### src/kfrq_pkg.sv
// ----------------------------------------------------------------------------
// kfrq_pkg
// Shared types and constants for the keyframe resync packet queue.
// ----------------------------------------------------------------------------
package kfrq_pkg;

	// Byte limit register and held byte counter widths
	localparam int LIMIT_W     = 24;
	localparam int BYTES_W     = 25;
	localparam int LIMIT_RESET = 8388608;

	// Result status codes
	typedef logic [2:0] status_t;
	localparam status_t ST_STORED  = 3'd0;
	localparam status_t ST_DROPPED = 3'd1;
	localparam status_t ST_POPPED  = 3'd2;
	localparam status_t ST_EMPTY   = 3'd3;
	localparam status_t ST_FULL    = 3'd4;

	// Request opcodes
	localparam logic OP_PUSH = 1'b0;
	localparam logic OP_POP  = 1'b1;

	// Control part of one result
	typedef struct packed {
		status_t              status;
		logic                 flushed;
		logic [BYTES_W-1:0]   bytes_held;
		logic                 is_video;
		logic                 is_key;
	} kfrq_res_t;

endpackage

### src/kfrq_ram.sv
// ----------------------------------------------------------------------------
// kfrq_ram
// Generic single-port-write, single-port-read RAM with registered read data.
// ----------------------------------------------------------------------------
module kfrq_ram #(
	parameter int WIDTH = 38,
	parameter int DEPTH = 64
) (
	input  logic                     clk,
	input  logic                     wr_en,
	input  logic [$clog2(DEPTH)-1:0] wr_addr,
	input  logic [WIDTH-1:0]         wr_data,
	input  logic                     rd_en,
	input  logic [$clog2(DEPTH)-1:0] rd_addr,
	output logic [WIDTH-1:0]         rd_data
);

	logic [WIDTH-1:0] mem [DEPTH];
	logic [WIDTH-1:0] rd_data_q;

	// Write port
	always_ff @(posedge clk) begin
		if (wr_en) begin
			mem[wr_addr] <= wr_data;
		end
	end

	// Registered read port
	always_ff @(posedge clk) begin
		if (rd_en) begin
			rd_data_q <= mem[rd_addr];
		end
	end

	assign rd_data = rd_data_q;

endmodule

### src/kfrq_ctrl.sv
// ----------------------------------------------------------------------------
// kfrq_ctrl
// Queue pointers, counters and resync flag; drives the descriptor RAM.
// ----------------------------------------------------------------------------
module kfrq_ctrl import kfrq_pkg::*; #(
	parameter int QUEUE_DEPTH = 64,
	parameter int TAG_BITS    = 16,
	parameter int SIZE_BITS   = 20
) (
	input  logic                 clk,
	input  logic                 arst_n,
	input  logic [LIMIT_W-1:0]   byte_limit,
	input  logic                 req_take,
	input  logic                 req_opcode,
	input  logic [TAG_BITS-1:0]  req_tag,
	input  logic [SIZE_BITS-1:0] req_size,
	input  logic                 req_is_video,
	input  logic                 req_is_key,
	output logic                 busy,
	output logic                 res_valid,
	output kfrq_res_t            res,
	output logic [TAG_BITS-1:0]  res_tag,
	output logic [SIZE_BITS-1:0] res_size
);

	localparam int PTR_W   = $clog2(QUEUE_DEPTH);
	localparam int CNT_W   = $clog2(QUEUE_DEPTH + 1);
	localparam int ENTRY_W = TAG_BITS + SIZE_BITS + 2;

	localparam logic S_IDLE = 1'b0;
	localparam logic S_READ = 1'b1;

	logic               state_q;
	logic [PTR_W-1:0]   head_q, tail_q;
	logic [CNT_W-1:0]   cnt_q;
	logic [BYTES_W-1:0] bytes_q;
	logic               await_q;

	logic               flush;
	logic [PTR_W-1:0]   tail_e;
	logic [CNT_W-1:0]   cnt_e;
	logic [BYTES_W-1:0] bytes_e;
	logic               await_e;
	logic               drop, full, store;
	logic [BYTES_W:0]   sum;
	logic [BYTES_W-1:0] bytes_add;
	logic [BYTES_W-1:0] pop_size;
	logic [BYTES_W-1:0] bytes_sub;
	logic               push_take, pop_take, pop_empty;
	logic               wr_en, rd_en;
	logic [ENTRY_W-1:0] wr_data, rd_data;

	logic [TAG_BITS-1:0]  rd_tag;
	logic [SIZE_BITS-1:0] rd_size;
	logic                 rd_video, rd_key;

	function automatic logic [PTR_W-1:0] next_ptr(input logic [PTR_W-1:0] p);
		next_ptr = (p == PTR_W'(QUEUE_DEPTH - 1)) ? '0 : p + 1'b1;
	endfunction

	assign push_take = req_take && (req_opcode == OP_PUSH);
	assign pop_take  = req_take && (req_opcode == OP_POP);
	assign pop_empty = (cnt_q == '0);

	// Overflow flush is applied before the drop and full checks
	assign flush   = bytes_q > {1'b0, byte_limit};
	assign tail_e  = flush ? '0 : tail_q;
	assign cnt_e   = flush ? '0 : cnt_q;
	assign bytes_e = flush ? '0 : bytes_q;
	assign await_e = flush | await_q;

	assign drop  = req_is_video && await_e && !req_is_key;
	assign full  = (cnt_e == CNT_W'(QUEUE_DEPTH));
	assign store = !drop && !full;

	// Saturating add on store
	assign sum       = {1'b0, bytes_e} + (BYTES_W + 1)'(req_size);
	assign bytes_add = sum[BYTES_W] ? '1 : sum[BYTES_W-1:0];

	// Descriptor RAM
	assign {rd_tag, rd_size, rd_video, rd_key} = rd_data;
	assign wr_en   = push_take && store;
	assign wr_data = {req_tag, req_size, req_is_video, req_is_key};
	assign rd_en   = pop_take && !pop_empty;

	kfrq_ram #(
		.WIDTH(ENTRY_W),
		.DEPTH(QUEUE_DEPTH)
	) u_ram (
		.clk    (clk),
		.wr_en  (wr_en),
		.wr_addr(tail_e),
		.wr_data(wr_data),
		.rd_en  (rd_en),
		.rd_addr(head_q),
		.rd_data(rd_data)
	);

	// Saturating subtract on pop
	assign pop_size  = BYTES_W'(rd_size);
	assign bytes_sub = (bytes_q >= pop_size) ? bytes_q - pop_size : '0;

	assign busy = (state_q == S_READ);

	// Queue state update
	always_ff @(posedge clk or negedge arst_n) begin
		if (!arst_n) begin
			state_q <= S_IDLE;
			head_q  <= '0;
			tail_q  <= '0;
			cnt_q   <= '0;
			bytes_q <= '0;
			await_q <= 1'b1;
		end else begin
			case (state_q)
				S_IDLE: begin
					if (push_take) begin
						head_q  <= flush ? '0 : head_q;
						tail_q  <= store ? next_ptr(tail_e) : tail_e;
						cnt_q   <= store ? cnt_e + 1'b1 : cnt_e;
						bytes_q <= store ? bytes_add : bytes_e;
						await_q <= store ? (await_e && !req_is_video) : await_e;
					end else if (rd_en) begin
						state_q <= S_READ;
					end
				end
				S_READ: begin
					head_q  <= next_ptr(head_q);
					cnt_q   <= cnt_q - 1'b1;
					bytes_q <= bytes_sub;
					state_q <= S_IDLE;
				end
				default: state_q <= S_IDLE;
			endcase
		end
	end

	// Result formation
	always_comb begin
		res_valid      = 1'b0;
		res.status     = ST_STORED;
		res.flushed    = 1'b0;
		res.bytes_held = bytes_q;
		res.is_video   = 1'b0;
		res.is_key     = 1'b0;
		res_tag        = '0;
		res_size       = '0;
		if (busy) begin
			res_valid      = 1'b1;
			res.status     = ST_POPPED;
			res.bytes_held = bytes_sub;
			res.is_video   = rd_video;
			res.is_key     = rd_key;
			res_tag        = rd_tag;
			res_size       = rd_size;
		end else if (push_take) begin
			res_valid      = 1'b1;
			res.flushed    = flush;
			res.status     = drop ? ST_DROPPED : (full ? ST_FULL : ST_STORED);
			res.bytes_held = store ? bytes_add : bytes_e;
		end else if (pop_take && pop_empty) begin
			res_valid  = 1'b1;
			res.status = ST_EMPTY;
		end
	end

endmodule

### src/keyframe_resync_packet_queue.sv
// ----------------------------------------------------------------------------
// keyframe_resync_packet_queue
// Byte-limited packet descriptor FIFO that flushes on overflow; after reset and
// after a flush it drops non-key video packets until a video key packet is stored.
// ----------------------------------------------------------------------------
// Timing: a push, or a pop that finds the queue empty, gives its result in the
// cycle after it is accepted, and the next request may follow at once unless the
// output stalls. A pop of a held descriptor goes through the READ state, since the
// descriptor RAM has registered read data, and the input is stalled in that state.
// The result sits in an output register, so a new request is taken in the cycle
// that the previous result leaves. The descriptor RAM needs no clearing after
// reset; the queue is usable from the first cycle.
module keyframe_resync_packet_queue import kfrq_pkg::*; #(
	parameter int QUEUE_DEPTH = 64,
	parameter int TAG_BITS    = 16,
	parameter int SIZE_BITS   = 20
) (
	input  logic                 clk,
	input  logic                 arst_n,
	input  logic                 cfg_wr_en,
	input  logic [LIMIT_W-1:0]   cfg_wr_data,
	input  logic                 in_valid,
	output logic                 in_stall,
	input  logic                 opcode,
	input  logic [TAG_BITS-1:0]  pkt_tag,
	input  logic [SIZE_BITS-1:0] pkt_size,
	input  logic                 pkt_is_video,
	input  logic                 pkt_is_key,
	output logic                 out_valid,
	input  logic                 out_stall,
	output logic [2:0]           status,
	output logic                 flushed,
	output logic [TAG_BITS-1:0]  out_tag,
	output logic [SIZE_BITS-1:0] out_size,
	output logic                 out_is_video,
	output logic                 out_is_key,
	output logic [BYTES_W-1:0]   bytes_held
);

	logic [LIMIT_W-1:0]   byte_limit_q;
	logic                 busy;
	logic                 take;
	logic                 res_valid;
	kfrq_res_t            res;
	logic [TAG_BITS-1:0]  res_tag;
	logic [SIZE_BITS-1:0] res_size;

	logic                 out_valid_q;
	kfrq_res_t            res_q;
	logic [TAG_BITS-1:0]  tag_q;
	logic [SIZE_BITS-1:0] size_q;

	// Byte limit register
	always_ff @(posedge clk or negedge arst_n) begin
		if (!arst_n) begin
			byte_limit_q <= LIMIT_W'(LIMIT_RESET);
		end else if (cfg_wr_en) begin
			byte_limit_q <= cfg_wr_data;
		end
	end

	// Request handshake
	assign in_stall = busy || (out_valid_q && out_stall);
	assign take     = in_valid && !in_stall;

	kfrq_ctrl #(
		.QUEUE_DEPTH(QUEUE_DEPTH),
		.TAG_BITS   (TAG_BITS),
		.SIZE_BITS  (SIZE_BITS)
	) u_ctrl (
		.clk         (clk),
		.arst_n      (arst_n),
		.byte_limit  (byte_limit_q),
		.req_take    (take),
		.req_opcode  (opcode),
		.req_tag     (pkt_tag),
		.req_size    (pkt_size),
		.req_is_video(pkt_is_video),
		.req_is_key  (pkt_is_key),
		.busy        (busy),
		.res_valid   (res_valid),
		.res         (res),
		.res_tag     (res_tag),
		.res_size    (res_size)
	);

	// Output register: loaded by a new result, cleared when taken
	always_ff @(posedge clk or negedge arst_n) begin
		if (!arst_n) begin
			out_valid_q <= 1'b0;
		end else if (res_valid) begin
			out_valid_q <= 1'b1;
		end else if (out_valid_q && !out_stall) begin
			out_valid_q <= 1'b0;
		end
	end

	always_ff @(posedge clk) begin
		if (res_valid) begin
			res_q  <= res;
			tag_q  <= res_tag;
			size_q <= res_size;
		end
	end

	assign out_valid    = out_valid_q;
	assign status       = res_q.status;
	assign flushed      = res_q.flushed;
	assign out_tag      = tag_q;
	assign out_size     = size_q;
	assign out_is_video = res_q.is_video;
	assign out_is_key   = res_q.is_key;
	assign bytes_held   = res_q.bytes_held;

endmodule
### config.mk
export PLATFORM = sky130hd
export DESIGN_NAME = keyframe_resync_packet_queue
export DESIGN_NICKNAME = d
export VERILOG_FILES = /design/src/kfrq_pkg.sv /design/src/kfrq_ram.sv /design/src/kfrq_ctrl.sv /design/src/keyframe_resync_packet_queue.sv
export SDC_FILE = /design/constraint.sdc
export NUM_CORES = 2
export LEC_CHECK = 0
export BUFFER_PORTS_ARGS = -buffer_cell sky130_fd_sc_hd__buf_2
export CAP_MARGIN = 20
export CORE_MARGIN = 8
export CORE_UTILIZATION = 38
export DETAILED_ROUTE_END_ITERATION = 12
export PLACE_DENSITY = 0.55
export SLEW_MARGIN = 20
export SYNTH_ARGS = -nofsm -noshare
export SYNTH_HDL_FRONTEND = slang
export SYNTH_SLANG_ARGS = --single-unit
### constraint.sdc
create_clock -name clk -period 9.4 [get_ports clk]
set_input_delay 1.88 -clock clk [delete_from_list [all_inputs] [get_ports clk]]
set_output_delay 1.88 -clock clk [all_outputs]
set_load 0.02 [all_outputs]
==> flow_summary.toml <==
[yosys]
synth_edf_count = 2537
yosysSeqAreaShare_pct = 76.2
synth.most_common_cell = "edfxtp_1"
synth_nets = 4643
yosys_most_used_dff = "edfxtp_1"
yosys_warnings = 0
synth_commonest_cells = "2537 x edfxtp_1, 798 x mux4_2, 169 x clkbuf_1"
synth_top_area_share_pct = 74.4
synth-seq-cells = 2608
syn_area_mm2 = 0.102
synth_cell_types = 80
ys_top_cells_by_area = "edfxtp_1 74%, mux4_2 18%, dfrtp_1 1.7%"
synth-async-reset-ratio_pct = 2.72
avgSynthCellArea_um2 = 22.7
synth_area_leader_cell = "edfxtp_1"
synthCells = 4503

[cts]
cts.clk_slew.worst_paths_ns = 0.06
cts_num_sinks = 2608
htree_levels = 5
cts_tree = "done"
cts_made_buffers = 294
cts_resized = 0
cts.path.max_buffers = 4
cts.hold.buffers_added = 0
cts_root_buf = "clkbuf_16"
post_cts_buffers = 0
insertion_delay_ns = 0.96

[setup_path]
r2r_end = "u_ctrl.u_ram.mem[20][30]"
critical_path.endpoint_type = "register"
reg2reg_depth = 16
rrSetupSlack_ns = 2.17
critical_path_peak_fanout = 25
worst_setup_path_start_kind = "register"
critPathRequiredTime_ns = 10.01
timing.rr.start = "byte_limit_q[23]"
crit_arrival_ns = 7.83
worstSetupPathType = "register to register"

[place]
portBuffers = 136
hpwlAfterDp_um = 185000
gp_congestion = 0.833
place_area_mm2 = 0.108

[sta]
worstMarginPinSlew_ns = 1.14
rsz0062_at_grt = "no"
hold_ws_ns = 0.507
setup_tns_ns = 0
fmax_mhz = 138
finalCritPeriodShare_pct = 76.9
maxSlewHeadroom_pct = 23.5
timing.final.crit_period_ns = 7.23
skew_ns = 0.0848
slew_viol_final = 0
finalSetupViolCount = 0
hold_viol = 0

[floorplanning]
initial_utilization_pct = 38.2
die_h_um = 535
num_rows = 190
io_pins = 137
die-area_mm2 = 0.286
die_w_um = 535
core_mm2 = 0.268

[route]
antenna_left = 1
drt_iter0_markers = 6489
wirelength_um = 293000
post_drt_via_cell_ratio = 5.74
wl_per_cell_um = 34.0
first_pass_iters = 6
drc = 0
vias = 49500

[power_and_ir_drop]
ir_worst_vdd_v = 0.000237
p_leak_nw = 36.6
finalPower_mw = 34.5
p_per_area_mw_per_mm2 = 293

[layout]
stdcell_area_mm2 = 0.118
areaGrowthSynthToFinish_pct = 15.0
nets = 4988
drive_above_1_share_pct = 31.1

[worst_hold_path]
min_from = "out_valid"
hold_depth = 1
hold_path_end = "out_valid"
hp-class = "register to register"

[global_routing]
grt.overflow.total = 0
grt_antenna_before_repair = 37
grt_pass1_wl_um = 407000
grt_pass1_vias = 49400
grt_max_degree = 132
grt_usage_pct = 20.2

[status]
violations = "antenna violations"
status = "finished with violations"

[flow_run]
drv_cap = 0
## layout make-up
cell class / count / area [um2]
timing repair buffer: 283 / 2030
tap: 3552 / 4440
inverter: 66 / 248
multi-input combinational: 1595 / 23700
antenna: 23 / 57.6
clock buffer: 366 / 7750
clock inverter: 131 / 1400
sequential: 2608 / 78000
fill: 22400 / 150000
## cell usage in the layout, fill, tap and decap left out, drive strengths merged, types with 31 or more instances in the layout
cell,instances
and2,60
nor2,96
edfxtp,2537
o21ai,82
buf,283
clkinv,88
ha,70
nand2,94
a21o,31
mux4,798
clkbuf,366
inv,75
dfrtp,69
a21oi,55
## critical path, stage by stage, from the launching register on
cell	delay [ns]
dfstp_2	0.51
inv_1	0.05
ha_1	0.34
nand4b_4	0.14
nor4_1	0.66
nand4_1	0.28
a21bo_2	0.62
buf_4	0.35
nand2_1	0.14
ha_1	0.22
nand3_1	0.27
nor4_1	0.11
a21oi_1	0.34
nand2_1	0.46
or4_1	0.99
nor2_4	0.95
buf_4	0.40
## where the power goes
part	internal [mW]	total, mW	switching [mW]
logic	4.07	9.77	5.70
registers	13.2	13.6	0.424
clock network	6.64	11.1	4.48
## worst max-delay path by stage
stage,start,endpoint,cells past startpoint
finish,byte_limit_q[23],u_ctrl.u_ram.mem[20][30],16
global route,byte_limit_q[23],u_ctrl.u_ram.mem[20][9],16
CTS,byte_limit_q[23],u_ctrl.u_ram.mem[20][30],16
detailed placement,byte_limit_q[23],u_ctrl.u_ram.mem[20][9],16
floorplan,byte_limit_q[23],u_ctrl.u_ram.mem[34][0],15
global placement,byte_limit_q[23],u_ctrl.u_ram.mem[20][9],16
## sequential cells by signal, summed over array words and instances, names as in the netlist
| name | flops |
|---|---|
| u_ctrl.bytes_q | 25 |
| status | 3 |
| byte_limit_q | 24 |
| out_is_video | 1 |
| u_ctrl.tail_q | 6 |
| u_ctrl.cnt_q | 7 |
| u_ctrl.u_ram.mem | 2432 |
| u_ctrl.u_ram.rd_data | 38 |
| flushed | 1 |
| bytes_held | 25 |
| u_ctrl.busy | 1 |
| out_is_key | 1 |
| u_ctrl.head_q | 6 |
| out_valid | 1 |
| u_ctrl.await_q | 1 |
| out_tag | 16 |
| out_size | 20 |
## metal layers
layer  track usage [%]  vias to the layer above  routed length (um)
li1                  -                    19900                   -
met1              28.8                    27100              123000
met2              32.7                     2106              142000
met3              2.92                      347               20600
met4              5.28                        6                7880
met5                 0                        -                  47
## through the flow
stage / instances / util, % / setup slack (ns)
CTS: 8600 / 43.9 / 2.26
global placement: 8102 / 40.5 / 2.37
detailed placement: 8103 / 40.5 / 2.32
floorplan: 4503 / - / 1.91
global route: 8608 / 43.9 / 1.88
finish: 8624 / 43.9 / 2.17
## kinds of logic (layout without fill, tap and decap cells)
logic type	Yosys count	in the layout	share of synthesized area [%]
fa+ha+maj	72	72	0.895
other cells	0	23	0
compound gates	292	292	1.91
buf+inv	300	846	1.11
flops	2608	2608	76.2
mux	803	803	17.6
simple gates	394	394	2.00
xor+xnor	34	34	0.291
Power figures use the tool's default switching activity.
